### src/rtl/core/vbcf_pkg.sv
// types and constants of the vertex box contact force block
package vbcf_pkg;

    localparam int COORD_W   = 32;
    localparam int FRAC_W    = 16;
    localparam int GAIN_W    = 31;
    localparam int MAG_W     = 33;
    localparam int UNIT_W    = 17;
    localparam int SQ_W      = 64;
    localparam int ROOT_W    = 32;
    localparam int CFG_IDX_W = 3;

    typedef logic signed [COORD_W-1:0] coord_t;

    typedef enum logic [CFG_IDX_W-1:0] {
        REG_X_MIN   = 3'd0,
        REG_X_MAX   = 3'd1,
        REG_TOP_Y   = 3'd2,
        REG_Z_MIN   = 3'd3,
        REG_Z_MAX   = 3'd4,
        REG_SPRING  = 3'd5,
        REG_DAMPING = 3'd6
    } cfg_reg_e;

    typedef struct packed {
        coord_t x_min;
        coord_t x_max;
        coord_t top_y;
        coord_t z_min;
        coord_t z_max;
    } box_t;

    typedef struct packed {
        logic [GAIN_W-1:0] spring;
        logic [GAIN_W-1:0] damping;
    } gain_t;

    typedef struct packed {
        logic                     in_box;
        logic                     began;
        logic [2:0]               d_neg;
        logic [2:0][MAG_W-1:0]    d_mag;
        logic [2:0]               v_neg;
        logic [2:0][COORD_W-1:0]  v_mag;
    } work_t;

endpackage

### src/rtl/core/vbcf_front.sv
// front end: penetration test, contact state, anchor and difference vector
module vbcf_front (
    input  logic            aclk,
    input  logic            aresetn,
    input  vbcf_pkg::box_t  box,
    input  logic            in_valid,
    output logic            in_ready,
    input  vbcf_pkg::coord_t pos_x,
    input  vbcf_pkg::coord_t pos_y,
    input  vbcf_pkg::coord_t pos_z,
    input  vbcf_pkg::coord_t vel_x,
    input  vbcf_pkg::coord_t vel_y,
    input  vbcf_pkg::coord_t vel_z,
    output logic            push_valid,
    input  logic            push_ready,
    output vbcf_pkg::work_t push_data
);
    import vbcf_pkg::*;

    logic   contact_reg;
    coord_t anchor_reg [3];
    coord_t prev_reg   [3];
    coord_t pos [3];
    coord_t vel [3];
    coord_t anchor_eff [3];
    logic signed [MAG_W-1:0] diff [3];
    logic in_box;
    logic began;
    logic accept;

    assign pos[0] = pos_x;
    assign pos[1] = pos_y;
    assign pos[2] = pos_z;
    assign vel[0] = vel_x;
    assign vel[1] = vel_y;
    assign vel[2] = vel_z;

    assign in_box = (pos_x > box.x_min) && (pos_x < box.x_max) && (pos_y < box.top_y) &&
                    (pos_z > box.z_min) && (pos_z < box.z_max);
    assign began  = in_box && !contact_reg;
    assign accept = in_valid && push_ready;

    assign in_ready   = push_ready;
    assign push_valid = in_valid;

    always_comb begin
        push_data.in_box = in_box;
        push_data.began  = began;
        for (int i = 0; i < 3; i++) begin
            anchor_eff[i] = began ? prev_reg[i] : anchor_reg[i];
            diff[i] = {anchor_eff[i][COORD_W-1], anchor_eff[i]} - {pos[i][COORD_W-1], pos[i]};
            push_data.d_neg[i] = diff[i][MAG_W-1];
            push_data.d_mag[i] = diff[i][MAG_W-1] ? MAG_W'(-diff[i]) : MAG_W'(diff[i]);
            push_data.v_neg[i] = vel[i][COORD_W-1];
            push_data.v_mag[i] = vel[i][COORD_W-1] ? COORD_W'(-vel[i]) : COORD_W'(vel[i]);
        end
    end

    always_ff @(posedge aclk) begin
        if (!aresetn) begin
            contact_reg <= 1'b0;
            for (int i = 0; i < 3; i++) begin
                anchor_reg[i] <= '0;
                prev_reg[i]   <= '0;
            end
        end else if (accept) begin
            contact_reg <= in_box;
            for (int i = 0; i < 3; i++) begin
                if (began) begin
                    anchor_reg[i] <= prev_reg[i];
                end
                prev_reg[i] <= pos[i];
            end
        end
    end

endmodule

### config.mk
export PLATFORM = sky130hd
export DESIGN_NAME = vbcf_front
export DESIGN_NICKNAME = d
export VERILOG_FILES = /design/src/rtl/core/vbcf_pkg.sv /design/src/rtl/core/vbcf_front.sv
export SDC_FILE = /design/constraint.sdc
export NUM_CORES = 1
export LEC_CHECK = 0
export BUFFER_PORTS_ARGS = -buffer_cell sky130_fd_sc_hd__buf_4
export CAP_MARGIN = 30
export CORE_AREA = 2 2 221 223
export CTS_CLUSTER_SIZE = 20
export DETAILED_ROUTE_END_ITERATION = 8
export DIE_AREA = 0 0 223 225
export HOLD_SLACK_MARGIN = 0.06
export PLACE_DENSITY = 0.74
export SLEW_MARGIN = 40
export SYNTH_ARGS = -nofsm -noshare
export SYNTH_HDL_FRONTEND = slang
export SYNTH_SLANG_ARGS = --single-unit
### constraint.sdc
create_clock -name aclk -period 7.6 [get_ports aclk]
set_input_delay 0.76 -clock aclk [delete_from_list [all_inputs] [get_ports aclk]]
set_output_delay 0.76 -clock aclk [all_outputs]
set_load 0.05 [all_outputs]
==> impl_metrics.py <==
metrics = {
    "sta": {
        "period_minus_slack_ns": 8.145,
        "fin_ws_ns": -0.5449,
        "slew_violations": 0,
        "fin_skew_ns": 0.01009,
        "rsz0062_at_grt": "true",
        "hold_viol_final": 0,
        "setup_viol": 92,
        "relSlewSlack": 0.4286,
        "clock.fmax_mhz": 122.8,
        "worst_pin_slew_ns": 0.8571,
        "fin_crit_sh": 1.072,
    },
    "grt": {
        "grt_max_degree": 99,
        "grt_pass1_vias": 25879,
        "grt_overflow": 0,
        "antenna_found_initial": 4,
        "grt_pass1_wl_um": 142500,
        "grtUsageTotal": 0.3612,
    },
    "cts": {
        "clkSinkCount": 193,
        "cts_tree": "built",
        "insertion_delay_ns": 0.47,
        "h-tree-depth": 4,
        "cts-root-buf": "clkbuf_16",
        "clkSlewWorstSetupHoldPaths_ns": 0.07,
        "cts_buffer_depth": 2,
        "cts_buffers": 17,
    },
    "setup_path": {
        "reg2reg_to": "anchor_reg[0][58]",
        "r2r_slack_ns": 4.77,
        "crit_start": "pos_x[17]",
        "endpoint_kind": "output pin",
        "critPathArrivalTime_ns": 7.38,
        "r2r_start": "contact_reg",
        "worstPathRequired_ns": 6.84,
        "r2r.worst_path.cells": 10,
        "crit_path_max_incr_delay_ns": 0.58,
        "crit_path_start_kind": "input pin",
        "crit_fanout": 7,
        "crit_type": "in2out",
        "crit_path_frequent_cell": "a21o_1",
        "endpoint": "push_data[163]",
        "cp_slowest_cell": "or4_4",
    },
    "outcome": {
        "violations": "setup timing",
        "status": "complete, but fails checks",
    },
    "power_and_ir_drop": {
        "p_per_area_nw_per_um2": 163.7,
        "power_uw": 6040,
        "power.leakage_uw": 0.01756,
        "peakVddDrop_uv": 187.8,
    },
    "layout": {
        "design_area_um2": 36890,
        "area_growth_pct": 65.97,
        "nNetsFinal": 4386,
        "drive_gt1_frac": 0.4787,
        "fin_util": 0.7758,
    },
    "die": {
        "io_pins": 561,
        "start_util": 0.4674,
        "rows": 80,
        "fp.dieH_um": 225,
        "die_w_um": 223,
        "die_area_um2": 50180,
        "core_area_um2": 47550,
    },
    "route": {
        "wl_per_cell_um": 22.53,
        "drc": 0,
        "wl_um": 99100,
        "routed_via_density": 5.892,
        "dr.pass1.iters": 5,
        "num_vias": 25921,
        "drtIter0Drc": 2058,
        "drtAntennaViolNets": 0,
    },
    "placed_design": {
        "placed_area_um2": 31660,
        "gp_congestion": 1.017,
        "numPortBuffers": 560,
        "dp_hpwl_um": 72440,
    },
    "synthesis": {
        "netlist_top_cells_count": "304 x inv_1, 259 x ha_1, 217 x nor2_1",
        "async_reset_ff_frac": 0,
        "synthCells": 2631,
        "synth_top_cell_area_share": 0.2594,
        "ys_seq_area_frac": 0.2603,
        "postSynthAreaPerCell_um2": 8.447,
        "syn_area_um2": 22230,
        "synth-seq-cells": 193,
        "yosysTopAreaCell": "edfxtp_1",
        "synth_edf_count": 192,
        "synth-main-ff-cell": "edfxtp_1",
        "yosysUniqueCellTypes": 90,
        "synth-warning-count": 0,
        "ys_top_cells_by_area": "edfxtp_1 26%, ha_1 15%, xnor2_1 7.2%",
        "syn-num-nets": 3249,
        "synth_most_common_cell": "inv_1",
    },
    "job": {
        "cap_violations": 0,
    },
    "worst_hold_path": {
        "hp-class": "reg2reg",
    },
}
[layout make-up]
| class | count | area [um^2] |
|---|---|---|
| multi-input combinational | 2026 | 18390 |
| fill | 3022 | 10660 |
| timing repair buffer | 1226 | 10200 |
| sequential | 193 | 5786 |
| inverter | 304 | 1152 |
| tap | 615 | 769.5 |
| clock buffer | 17 | 425.4 |
| clock inverter | 15 | 161.4 |
| antenna | 3 | 7.507 |
[how the worst min path moves through the flow]
stage	start	end	slack (ns)	cells past startpoint
finish	prev_reg[0][56]	anchor_reg[0][56]	0.57	1
floorplan	prev_reg[0][10]	anchor_reg[0][10]	0.54	1
detailed placement	prev_reg[0][56]	anchor_reg[0][56]	0.56	1
CTS	prev_reg[0][56]	anchor_reg[0][56]	0.57	1
global route	prev_reg[0][56]	anchor_reg[0][56]	0.58	1
global placement	prev_reg[0][28]	anchor_reg[0][28]	0.55	1
[placed cells by master (no fill, tap or decap), types with 61 or more instances in the layout]
master	n
nor2_1	195
a21oi_1	101
o21ai_0	91
nand2_1	123
ha_1	191
edfxtp_1	192
a21o_1	81
mux2_2	61
buf_6	117
inv_1	299
and3_1	108
buf_4	1067
xnor2_1	135
[report_power, final]
group          switching [uW]  total (uW)  internal [uW]
Clock                     471         912            441
Sequential               30.6        1260           1230
Combinational            2240        3860           1630
Total                    2740        6040           3300
[kinds of logic after synthesis]
group,Yosys count,synth area share
AOI/OAI and AO/OA,612,0.1816
DFF,193,0.2603
adders and majority gates,262,0.1485
xor gates and xnor gates,243,0.09576
buffers and inverters,412,0.07167
muxes,108,0.05405
and+or+nand+nor,801,0.1881
[critical path: cells and delay by family]
family | cells | cell delay (ns)
compound gates | 9 | 2.04
simple gates | 7 | 1.75
xor+xnor | 2 | 0.37
fa+ha+maj | 2 | 0.49
buf+inv | 11 | 1.52
mux | 2 | 0.46
[what timing repair did]
action | in CTS | in global routing
gates cloned | 9 | 2
gates resized for setup | 452 | 278
hold buffers | 0 | 0
buffers inserted | 70 | 59
endpoints found under the setup margin | 99 | 99
endpoints found under the hold margin | 0 | 0
pin swaps | 115 | 144
[layer usage]
layer | wire, um | vias to the layer above | part of all wire | GRT usage
met5 | 9 | - | 0.000091 | 0
met4 | 4721 | 2 | 0.048 | 0.1353
met3 | 7473 | 302 | 0.075 | 0.06454
met2 | 49310 | 1336 | 0.50 | 0.6460
met1 | 37590 | 12508 | 0.38 | 0.4324
li1 | - | 11773 | - | -
[per-stage QoR]
step	std cells	hold slack (ns)	setup TNS, ns	worst slack (ns)
6_report	4399	0.5736	-27.13	-0.5449
5_1_grt	4398	0.5801	-43.13	-0.7057
4_1_cts	4348	0.5698	-12.02	-0.4040
3_5_place_dp	4239	0.5563	-53.43	-0.8128
3_3_place_gp	4238	0.5458	-42.10	-0.7481
2_1_floorplan	2631	0.5412	-0.001723	-0.0006359
No activity file was read; power rests on OpenSTA's default activity.
