[src/rtl/core/vbcf_pkg.sv]
// types and constants of the vertex box contact force block
package vbcf_pkg;

    localparam int COORD_W   = 32;
    localparam int FRAC_W    = 16;
    localparam int GAIN_W    = 31;
    localparam int MAG_W     = 33;
    localparam int UNIT_W    = 17;
    localparam int SQ_W      = 64;
    localparam int ROOT_W    = 32;
    localparam int CFG_IDX_W = 3;

    typedef logic signed [COORD_W-1:0] coord_t;

    typedef enum logic [CFG_IDX_W-1:0] {
        REG_X_MIN   = 3'd0,
        REG_X_MAX   = 3'd1,
        REG_TOP_Y   = 3'd2,
        REG_Z_MIN   = 3'd3,
        REG_Z_MAX   = 3'd4,
        REG_SPRING  = 3'd5,
        REG_DAMPING = 3'd6
    } cfg_reg_e;

    typedef struct packed {
        coord_t x_min;
        coord_t x_max;
        coord_t top_y;
        coord_t z_min;
        coord_t z_max;
    } box_t;

    typedef struct packed {
        logic [GAIN_W-1:0] spring;
        logic [GAIN_W-1:0] damping;
    } gain_t;

    typedef struct packed {
        logic                     in_box;
        logic                     began;
        logic [2:0]               d_neg;
        logic [2:0][MAG_W-1:0]    d_mag;
        logic [2:0]               v_neg;
        logic [2:0][COORD_W-1:0]  v_mag;
    } work_t;

endpackage

[src/rtl/core/vbcf_queue.sv]
// two-entry queue between front end and back end
module vbcf_queue (
    input  logic            aclk,
    input  logic            aresetn,
    input  logic            push_valid,
    output logic            push_ready,
    input  vbcf_pkg::work_t push_data,
    output logic            pop_valid,
    input  logic            pop_ready,
    output vbcf_pkg::work_t pop_data
);
    import vbcf_pkg::*;

    work_t      mem_reg [2];
    logic       wr_ptr_reg;
    logic       rd_ptr_reg;
    logic [1:0] count_reg;
    logic       do_push;
    logic       do_pop;

    assign push_ready = (count_reg != 2'd2);
    assign pop_valid  = (count_reg != 2'd0);
    assign pop_data   = mem_reg[rd_ptr_reg];
    assign do_push    = push_valid && push_ready;
    assign do_pop     = pop_valid && pop_ready;

    always_ff @(posedge aclk) begin
        if (do_push) begin
            mem_reg[wr_ptr_reg] <= push_data;
        end
    end

    always_ff @(posedge aclk) begin
        if (!aresetn) begin
            wr_ptr_reg <= 1'b0;
            rd_ptr_reg <= 1'b0;
            count_reg  <= 2'd0;
        end else begin
            if (do_push) begin
                wr_ptr_reg <= !wr_ptr_reg;
            end
            if (do_pop) begin
                rd_ptr_reg <= !rd_ptr_reg;
            end
            if (do_push && !do_pop) begin
                count_reg <= count_reg + 2'd1;
            end else if (do_pop && !do_push) begin
                count_reg <= count_reg - 2'd1;
            end
        end
    end

endmodule

[config.mk]
export PLATFORM = sky130hd
export DESIGN_NAME = vbcf_queue
export DESIGN_NICKNAME = d
export VERILOG_FILES = /design/src/rtl/core/vbcf_pkg.sv /design/src/rtl/core/vbcf_queue.sv
export SDC_FILE = /design/constraint.sdc
export NUM_CORES = 1
export LEC_CHECK = 0
export BUFFER_PORTS_ARGS = -buffer_cell sky130_fd_sc_hd__buf_2
export CAP_MARGIN = 10
export CORE_ASPECT_RATIO = 0.8
export CORE_MARGIN = 10
export CORE_UTILIZATION = 47
export CTS_CLUSTER_SIZE = 24
export DETAILED_ROUTE_END_ITERATION = 12
export PLACE_DENSITY = 0.72
export SYNTH_ARGS = -nofsm -noshare
export SYNTH_HDL_FRONTEND = slang
export SYNTH_SLANG_ARGS = --single-unit
[constraint.sdc]
create_clock -name aclk -period 6.1 [get_ports aclk]
set_input_delay 0.61 -clock aclk [delete_from_list [all_inputs] [get_ports aclk]]
set_output_delay 0.61 -clock aclk [all_outputs]
set_load 0.01 [all_outputs]
==> results of run 1 <==
## per-layer routing
layer / part of all wire / routed length [µm]
met1: 0.38 / 13200
met2: 0.48 / 16600
met3: 0.11 / 3810
met4: 0.023 / 783
met5: 0.0018 / 61
## final timing paths
| path | from | to | slack (ns) | cells past startpoint |
|---|---|---|---|---|
| worst max register to register | count_reg[0]$_SDFFE_PN0P_ | mem_reg[0][102]$_DFFE_PP_ | 3.55 | 4 |
| worst max-delay path | flop | pop_data[19] | 2.74 | 3 |
| worst min-delay path | push_data[194] | mem_reg[1][194]$_DFFE_PP_ | 0.28 | 1 |
| worst min register to register | count_reg[1]$_SDFFE_PN0P_ | count_reg[1]$_SDFFE_PN0P_ | 0.57 | 2 |
## cells by family (layout without fill, tap and decap cells)
logic type	count (synthesis)	after routing	share of synthesized area
adder cells (fa/ha/maj)	1	1	0.000802
other	0	5	0
AND/OR/NAND/NOR	9	9	0.00417
multiplexers	203	203	0.187
AO/OA/AOI/OAI	5	5	0.00225
XOR/XNOR	3	3	0.00168
buffers and inverters	24	487	0.0159
flip-flops	411	411	0.788
## cells in the final DEF, fill, tap and decap left out, types with 2 or more instances in the layout
cell       synthesis  routed
and2_1             4       4
buf_12             0       2
buf_2              3     411
buf_4              0       3
bufinv_16          0       3
clkbuf_1           0      10
clkbuf_16          0      41
clkinv_1           0       6
clkinv_2           0       7
dfxtp_1            5       4
diode_2            0       5
edfxtp_1         406     406
inv_6              0       2
mux2_2            33      33
mux2_4           170     170
xnor2_1            2       2
## critical path: cells and delay by family, from the launching register on
family / cells / cell delay, ns
DFF: 1 / 0.78
buffers and inverters: 2 / 0.93
muxes: 1 / 0.41
## layout make-up
type / count / area, µm²
Multi-Input combinational cell: 221 / 3070
Clock inverter: 19 / 173
Clock buffer: 51 / 1060
Antenna cell: 5 / 12.5
Fill cell: 2426 / 13400
Sequential cell: 411 / 12300
Tap cell: 427 / 534
Timing Repair Buffer: 416 / 2120
Inverter: 1 / 11.3
## power groups by stage
| stage | logic [µW] | registers (µW) | clock network [µW] |
|---|---|---|---|
| 6_report | 2090 | 3660 | 2340 |
| 5_1_grt | 2240 | 3700 | 2520 |
| 4_1_cts | 2140 | 3670 | 2410 |
| 3_5_place_dp | 2130 | 3730 | 0 |
| 3_3_place_gp | 2120 | 3710 | 0 |
| 2_1_floorplan | 1470 | 3720 | 0 |
## per-stage QoR
stage	power (µW)	hold slack [ns]	area (µm²)	cells	setup slack, ns
finish	8100	0.276	19300	1551	2.74
global route	8450	0.251	19300	1547	2.63
CTS	8210	0.244	19300	1546	2.70
detailed placement	5860	0.566	18000	1476	3.29
global placement	5820	0.531	18000	1476	3.28
floorplan	5190	0.512	15600	656	0.214
==> metrics.txt, run 1 <==
status finished clean; Worst Setup End Kind primary output; Final Util 0.591; routing usage on met3 0.0772; share of cells above drive strength 1 0.607; Post-CTS Hold Buffers 0; CP arrival 2.75 ns; Area contributors post-synth edfxtp_1 78%, mux2_4 16%, mux2_2 2.4%, buf_6 1.4%, dfxtp_1 0.64%; maxcap violations 0; clk slew on worst S/H paths 0.06 ns; most frequent cell after synthesis edfxtp_1; vias in the first global route ~8.2k; Clock Power Share 0.289; master of the slowest instance on the critical path buf_4; gpl congestion roughly 0.75; Post-Route WL roughly 34 mm; number of synthesized flops with an enable pin between 400 and 500; post-synth net total approximately 860; global route overflow 0; CTS root buf clkbuf_16; post-synthesis area per instance 23.8 µm²; top cells by count, synth 406 x edfxtp_1, 170 x mux2_4, 33 x mux2_2, 19 x buf_6, 5 x dfxtp_1; number of port buffers 411; synthesized flop and latch total around 400; M1 GR Usage 0.183; Die ar. approximately 40000 µm²; Worst Tran Pin Value 1.12 ns; area grow syn2layout 23.6%; CP cell instances buf_4, mux2_2, buf_2; NetSw ~2200 µW; final hold violation count 0; Core ar. approximately 33000 µm²; post-synth top area cell edfxtp_1; Post CTS Setup Buffer Count 0; gr busiest metal met2; RSZ-0062 raised after global routing no; Die W between 200 and 250 µm; final setup fails 0; combinational power share 0.259; max reg flops roughly 410; I/O pin cnt 412; internal power slightly below 6000 µW; Worst VDD drop around 0.28 mV; Pwr Density around 420 nW/µm²; remaining routing DRC violations 0; # rows 59; total track usage 0.160; CTS resizes 0; TritonCTS Sinks 411; fin nets approximately 1.3k; met2 usage 0.261; Layout Skew 0.00756 ns; Hold Path Class input port to flop; Die H 183 µm; sequential power share 0.452; leak pwr roughly 0.0075 µW; routed vias around 7.7k; DR WL/cell roughly 22 µm; Max FO, Critical Path 50; ANT nets after route 0; ys async rst share 0; largest net degree at the start of global routing ~160; share of the synthesized area in the top cell type 0.781; initial antenna violation count 8; Longest Clk Path Bufs 3; f_max between 200 and 300 MHz; Final HPWL DP around 24 mm; CTS Buf Count 41; clock insertion delay at the later pin of the skew report between 0.5 and 0.6 ns; Main synth FF type edfxtp_1; initial core utilization 0.478; CTS tree yes; Netlist cell types 22; CP required 5.49 ns; sequential area share after synthesis 0.788; synth warn 0; Setup TNS Final 0 ns; sw frac 0.267; Cell Area, Synth 15600 µm²; first-pass GRT wire length around 50 mm; Slew HR 0.251; Tmin final about 3.4 ns; H-tree depth 2; path type of the worst setup path flop to primary output; period utilization 0.551; final-report max-slew violation count 0; cells after synthesis about 660; DRT iter0 DRCs about 560; Pre-antenna DRT Iters 4; max incr delay on CP ~0.8 ns; detail-routed via count per cell approximately 5.0; CP Launch Type flop
No activity file was read; power rests on OpenSTA's default activity.
==> inputs of run 2 (changes only) <==
- clock period: 6.1 -> 2.9 ns (I/O delays scaled with it)
==> run 2 against run 1 <==
Clock power is 130% higher; register-to-register slack worse by 2.5 ns; core utilization is 7.4 points higher; flip-flop and latch count stayed put; count of clock-buffer cells in the layout is 3 lower; first-iteration DRC count is 12% lower; die area stayed put; clock skew is 0.0028 ns higher; critical path type unchanged.
==> metrics.txt, run 2 (synthesis results as in run 1) <==
Max FO, Critical Path 66 (+32%); max reg flops 406 (unchanged); CTS root buf clkbuf_16; CTS Buf Count 41 (unchanged); largest net degree at the start of global routing 110 (-30%); Worst VDD drop 0.625 mV (+120%); final-report max-slew violation count 0 (unchanged); initial core utilization 0.478 (unchanged); Die W 224 µm (unchanged); number of port buffers 411 (unchanged); Met2 Routed Length 19.1 mm (+15%); global route overflow 0 (unchanged); Pwr Density 832 nW/µm² (+98%); Die H 183 µm (unchanged); Worst path top cell family by delay flip-flops; Reg area 12300 µm² (about the same); Layout Skew 0.0104 ns (+0.00281 ns); wl on met1 14.8 mm (+12%); f_max around 400 MHz; Setup WS pre-CTS 0.971 ns (-2.32 ns); worst path buffer plus inverter count 2 (unchanged); area grow syn2layout 38.9%; fin nets 1518 (+17%); first-pass GRT wire length 56.9 mm (+13%); CP Launch Type flop; DR WL/cell 21.5 µm (-3.2%); leak pwr 0.00850 µW (+14%); remaining routing DRC violations 0 (unchanged); Worst Tran Pin Value 0.698 ns (-0.426 ns); gpl congestion 0.755 (+0.99%); fillers 2101 (-13%); Hold Crit Start aresetn; status finished clean; WHS 0.0404 ns (-0.236 ns); H-tree depth 2 (unchanged); CP required 2.61 ns (-2.88 ns); # rows 59 (unchanged); total track usage 0.179 (+0.0193); met3 routed WL 3.39 mm (-11%); final setup fails 0 (unchanged); period utilization 0.854; CTS tree yes; share of cells above drive strength 1 0.522 (-0.0851); vias in the first global route 9483 (+15%); CTS resizes 0 (unchanged); routed vias 8644 (+12%); Tmin final 2.48 ns; max incr delay on CP 0.62 ns (-0.17 ns); Final Util 0.664 (+0.0736); Die ar. 40900 µm² (unchanged); clk slew on worst S/H paths 0.06 ns (about the same); Pre-antenna DRT Iters 5 (+1); CP cell instances buf_12, mux2_4, buf_2; Worst Setup End Kind primary output; final std cells w/o fill 1773 (+14%); master of the slowest instance on the critical path dfxtp_4; R2R Path Start count_reg[0]$_SDFFE_PN0P_; Post-Route WL 38.2 mm (+11%); detail-routed via count per cell 4.88 (-2.0%); setup slack after layout 0.423 ns (-2.31 ns); Slew HR 0.535 (+0.284); Core ar. 32600 µm² (unchanged); commonest non-fill, non-tap cell in the layout buf_2; RSZ-0062 raised after global routing no; ANT nets after route 0 (unchanged); clock insertion delay at the later pin of the skew report 0.52 ns (about the same); path type of the worst setup path flop to primary output; I/O pin cnt 412 (unchanged); DP Cell Count 1491 (+1.0%); Longest Clk Path Bufs 3 (unchanged); multi-input logic area 3070 µm² (unchanged); TritonCTS Sinks 411 (unchanged); maxcap violations 0 (unchanged); initial antenna violation count 6 (-2); CP arrival 2.19 ns (-0.56 ns); Hold Path Class input port to flop; final hold violation count 0 (unchanged); commonest non-fill, non-tap cells in the layout 411 x buf_2, 406 x edfxtp_1, 203 x dlygate4sd3_1, 170 x mux2_4, 41 x clkbuf_16; DRT iter0 DRCs 494 (-12%); cell area after layout 21700 µm² (+12%); Post CTS Setup Buffer Count 0 (unchanged); Final HPWL DP 24.4 mm (+0.70%); placed cell areas 18300 µm² (+1.2%); highest routed metal layer met5
## run 2: what timing repair did
action                     4_1_cts  5_1_grt
hold endpoints to repair       406        0
hold buffers                   203        0
setup endpoints to repair        0        0
## run 2: layout make-up
cell class / instances / share of cell area
Clock buffer: 48 / 0.0485
Clock inverter: 25 / 0.0151
Antenna cell: 6 / 0.000693
Inverter: 1 / 0.000346
Multi-Input combinational cell: 221 / 0.142
Sequential cell: 411 / 0.567
Timing Repair Buffer: 634 / 0.202
Tap cell: 427 / 0.0246
## run 2: metrics by stage
stage               TNS (ns)  total power (µW)
finish                     0             18000
CTS                        0             18100
detailed placement         0             12500
floorplan            -346.56             10800
global placement           0             12400
global route               0             18800
## run 2: worst paths after layout
kind,end,slack [ns],cells after the start
setup / recovery,pop_data[45],0.42,3
setup reg to reg,mem_reg[1][16]$_DFFE_PP_,1.03,3
hold reg to reg,count_reg[1]$_SDFFE_PN0P_,0.56,2
hold / removal,flop,0.04,2
## run 2: per-layer routing
layer,up-vias,GRT usage
li1,3934,-
met1,4288,0.206
met2,347,0.308
met3,71,0.0664
met4,4,0.0515
met5,-,0
## run 2: power breakdown
part,internal (µW),switching [µW]
Clock,3310,2160
Sequential,7420,248
Combinational,2480,2400
## run 2: worst reg2reg max path, cell delays in order, from the launching register on
cell and delay (ns):
dfxtp_2 0.37, nand2b_4 0.16, and3_4 0.63, buf_12 0.34
==> inputs of run 3 (changes only) <==
- ABC_AREA: not set -> 1
- CORE_ASPECT_RATIO: 0.8 -> 0.7
==> run 3 against run 2 <==
Wire length increased by 2.7%; synthesized cell count increased by 2.0%; first-iteration DRC count increased by 37%; power decreased by 4.3%; global-route usage increased by 0.58 points; register-to-register slack improved by 0.14 ns; largest power group unchanged.
==> metrics.txt, run 3 <==
status finished clean; DRT iter0 DRCs 675 (+37%); largest family of logic cells by synthesized area multiplexers; synth warn 0 (unchanged); final std cells w/o fill 1787 (+0.79%); Die W 238 µm (+6.3%); final hold violation count 0 (unchanged); # rows 55 (-6.8%); share of cells above drive strength 1 0.518 (-0.00356); CTS Buf Count 39 (-4.9%); share of the synthesized area in the top cell type 0.782 (about the same); Longest Clk Path Bufs 3 (unchanged); CP cell instances buf_12, buf_12, mux2_4, buf_2; Post-Synth XOR/XNOR Area 0 (-0.00168); R2R Path Start count_reg[0]$_SDFFE_PN0P_; final-report max-slew violation count 0 (unchanged); largest net degree at the start of global routing 81 (-26%); period utilization 0.853 (-0.00102); cell area after layout 21600 µm² (-0.38%); initial core utilization 0.479 (+0.00108); Worst Setup End Kind primary output; top cells by count, synth 406 x edfxtp_1, 170 x mux2_4, 33 x mux2_2, 19 x buf_6, 9 x nand2_1; ANT nets after route 0 (unchanged); TritonCTS Sinks 411 (unchanged); Die H 172 µm (-5.8%); CP required 2.61 ns (about the same); Setup TNS Final 0 ns (unchanged); area grow syn2layout 38.4%; synthesized flop and latch total 411 (unchanged); FF-to-FF path depth 5 (+2); H-tree depth 2 (unchanged); f_max 404 MHz (+0.12%); detail-routed via count per cell 4.96 (+1.6%); global route overflow 0 (unchanged); Die ar. 41000 µm² (+0.16%); routed vias 8856 (+2.5%); clock insertion delay at the later pin of the skew report 0.52 ns (about the same); hold depth 4 (+2); final setup fails 0 (unchanged); Tmin final 2.47 ns (-0.00297 ns); WHS 0.182 ns (+0.142 ns); fin nets 1534 (+1.1%); Worst path top cell family by delay buffers and inverters; CP arrival 2.18 ns (about the same); worst path buffer plus inverter count 3 (+1); max reg flops 406 (unchanged); Worst Tran Pin Value 0.523 ns (-0.175 ns); DR WL/cell 21.9 µm (+1.9%); CTS root buf clkbuf_16; Slew HR 0.652 (+0.117); post-synthesis area per instance 23.3 µm² (-2.0%); clk slew on worst S/H paths 0.06 ns (about the same); Cell Area, Synth 15600 µm² (about the same); Max FO, Critical Path 29 (-56%); CP Depth 4 (+1); Final HPWL DP 26.0 mm (+6.6%); most used cell, CP buf_12; CTS resizes 0 (unchanged); maxcap violations 0 (unchanged); Synth Area in Adders 0.000802 (about the same); Core ar. 32600 µm² (-0.24%); Compound-Gate Fraction of Synth Area 0.00144 (-0.000802); ys async rst share 0 (unchanged); Pre-antenna DRT Iters 5 (unchanged); path type of the worst setup path flop to primary output; most frequent cell after synthesis edfxtp_1; RSZ-0062 raised after global routing no; first-pass GRT wire length 58.0 mm (+2.0%); gpl congestion 0.800 (+5.9%); Main synth FF type edfxtp_1; cells after synthesis 669 (+2.0%); CTS tree yes; initial antenna violation count 3 (-3); sequential area share after synthesis 0.788 (about the same); Netlist cell types 16 (-27%); Hold Crit Start push_valid; DP Cell Count 1508 (+1.1%); Pwr Density 799 nW/µm² (-3.9%); I/O pin cnt 412 (unchanged); fillers 2082 (-0.90%); vias in the first global route 9545 (+0.65%); total track usage 0.185 (+0.00577); placed cell areas 18300 µm² (+0.34%); master of the slowest instance on the critical path dfxtp_4; commonest non-fill, non-tap cells in the layout 411 x buf_2, 406 x edfxtp_1, 204 x dlygate4sd3_1, 170 x mux2_4, 41 x clkbuf_16; Area contributors post-synth edfxtp_1 78%, mux2_4 16%, mux2_2 2.4%, buf_6 1.4%, dfxtp_1 0.64%; number of port buffers 411 (unchanged); Layout Skew 0.0126 ns (+0.00220 ns); post-synth top area cell edfxtp_1; number of synthesized flops with an enable pin 406 (unchanged); leak pwr 0.00852 µW (+0.18%); Post-Route WL 39.2 mm (+2.7%); commonest non-fill, non-tap cell in the layout buf_2; Worst VDD drop 0.621 mV (-0.64%); mux contribution to synthesized area 0.187 (about the same); post-synth net total 877 (+1.5%); Post-CTS Hold Buffers 204 (+0.49%); max incr delay on CP 0.59 ns (-0.03 ns); CP Launch Type flop; Post CTS Setup Buffer Count 0 (unchanged); Hold Path Class input port to flop; remaining routing DRC violations 0 (unchanged); simple-gate share of the synthesized area 0.00481 (+0.000642)
[run 3: tightest hold or removal path: stages]
cell     delay, ns
buf_2         0.10
nand2_4       0.08
o21ai_0       0.15
nor2_1        0.04
[run 3: where the power goes]
part | leakage (µW) | internal, µW | total (µW) | switching [µW]
clock network | 0.000610 | 2800 | 4910 | 2110
registers | 0.00383 | 7510 | 7770 | 257
logic | 0.00408 | 2280 | 4580 | 2300
[run 3: metal layers]
metal,routed length (µm),up-vias,part of all wire,global-route usage
li1,-,3970,-,-
met1,15000,4428,0.38,0.218
met2,19600,374,0.50,0.313
met3,3440,82,0.088,0.0619
met4,1230,2,0.031,0.0639
met5,7,-,0.00018,0
[run 3: worst paths after layout]
check | endpoint | slack, ns
hold / removal | wr_ptr_reg$_SDFFE_PN0P_ | 0.18
hold reg to reg | rd_ptr_reg$_SDFFE_PN0P_ | 0.54
setup / recovery | pop_data[174] | 0.43
setup reg to reg | mem_reg[1][68]$_DFFE_PP_ | 1.17
[run 3: cell type report]
class	count	area (µm²)	share of cell area
Sequential cell	411	12300	0.569
Timing Repair Buffer	639	4430	0.205
Multi-Input combinational cell	227	3060	0.142
Clock buffer	48	1070	0.0497
Tap cell	427	534	0.0247
Clock inverter	22	156	0.00724
Inverter	8	30.0	0.00139
Antenna cell	5	12.5	0.000579
[run 3: cells by family (layout without fill, tap and decap cells)]
group	count (synthesis)	after routing
buf+inv	31	717
other cells	0	5
mux	203	203
compound gates	4	4
flops	411	411
fa+ha+maj	1	1
simple gates	19	19
[run 3: metrics by stage]
| stage | total power (µW) | util | worst slack (ns) |
|---|---|---|---|
| floorplan | 10600 | - | -1.06 |
| global placement | 12200 | 0.563 | 1.01 |
| detailed placement | 12200 | 0.563 | 0.981 |
| CTS | 17400 | 0.663 | 0.405 |
| global route | 18000 | 0.663 | 0.334 |
| finish | 17300 | 0.663 | 0.426 |
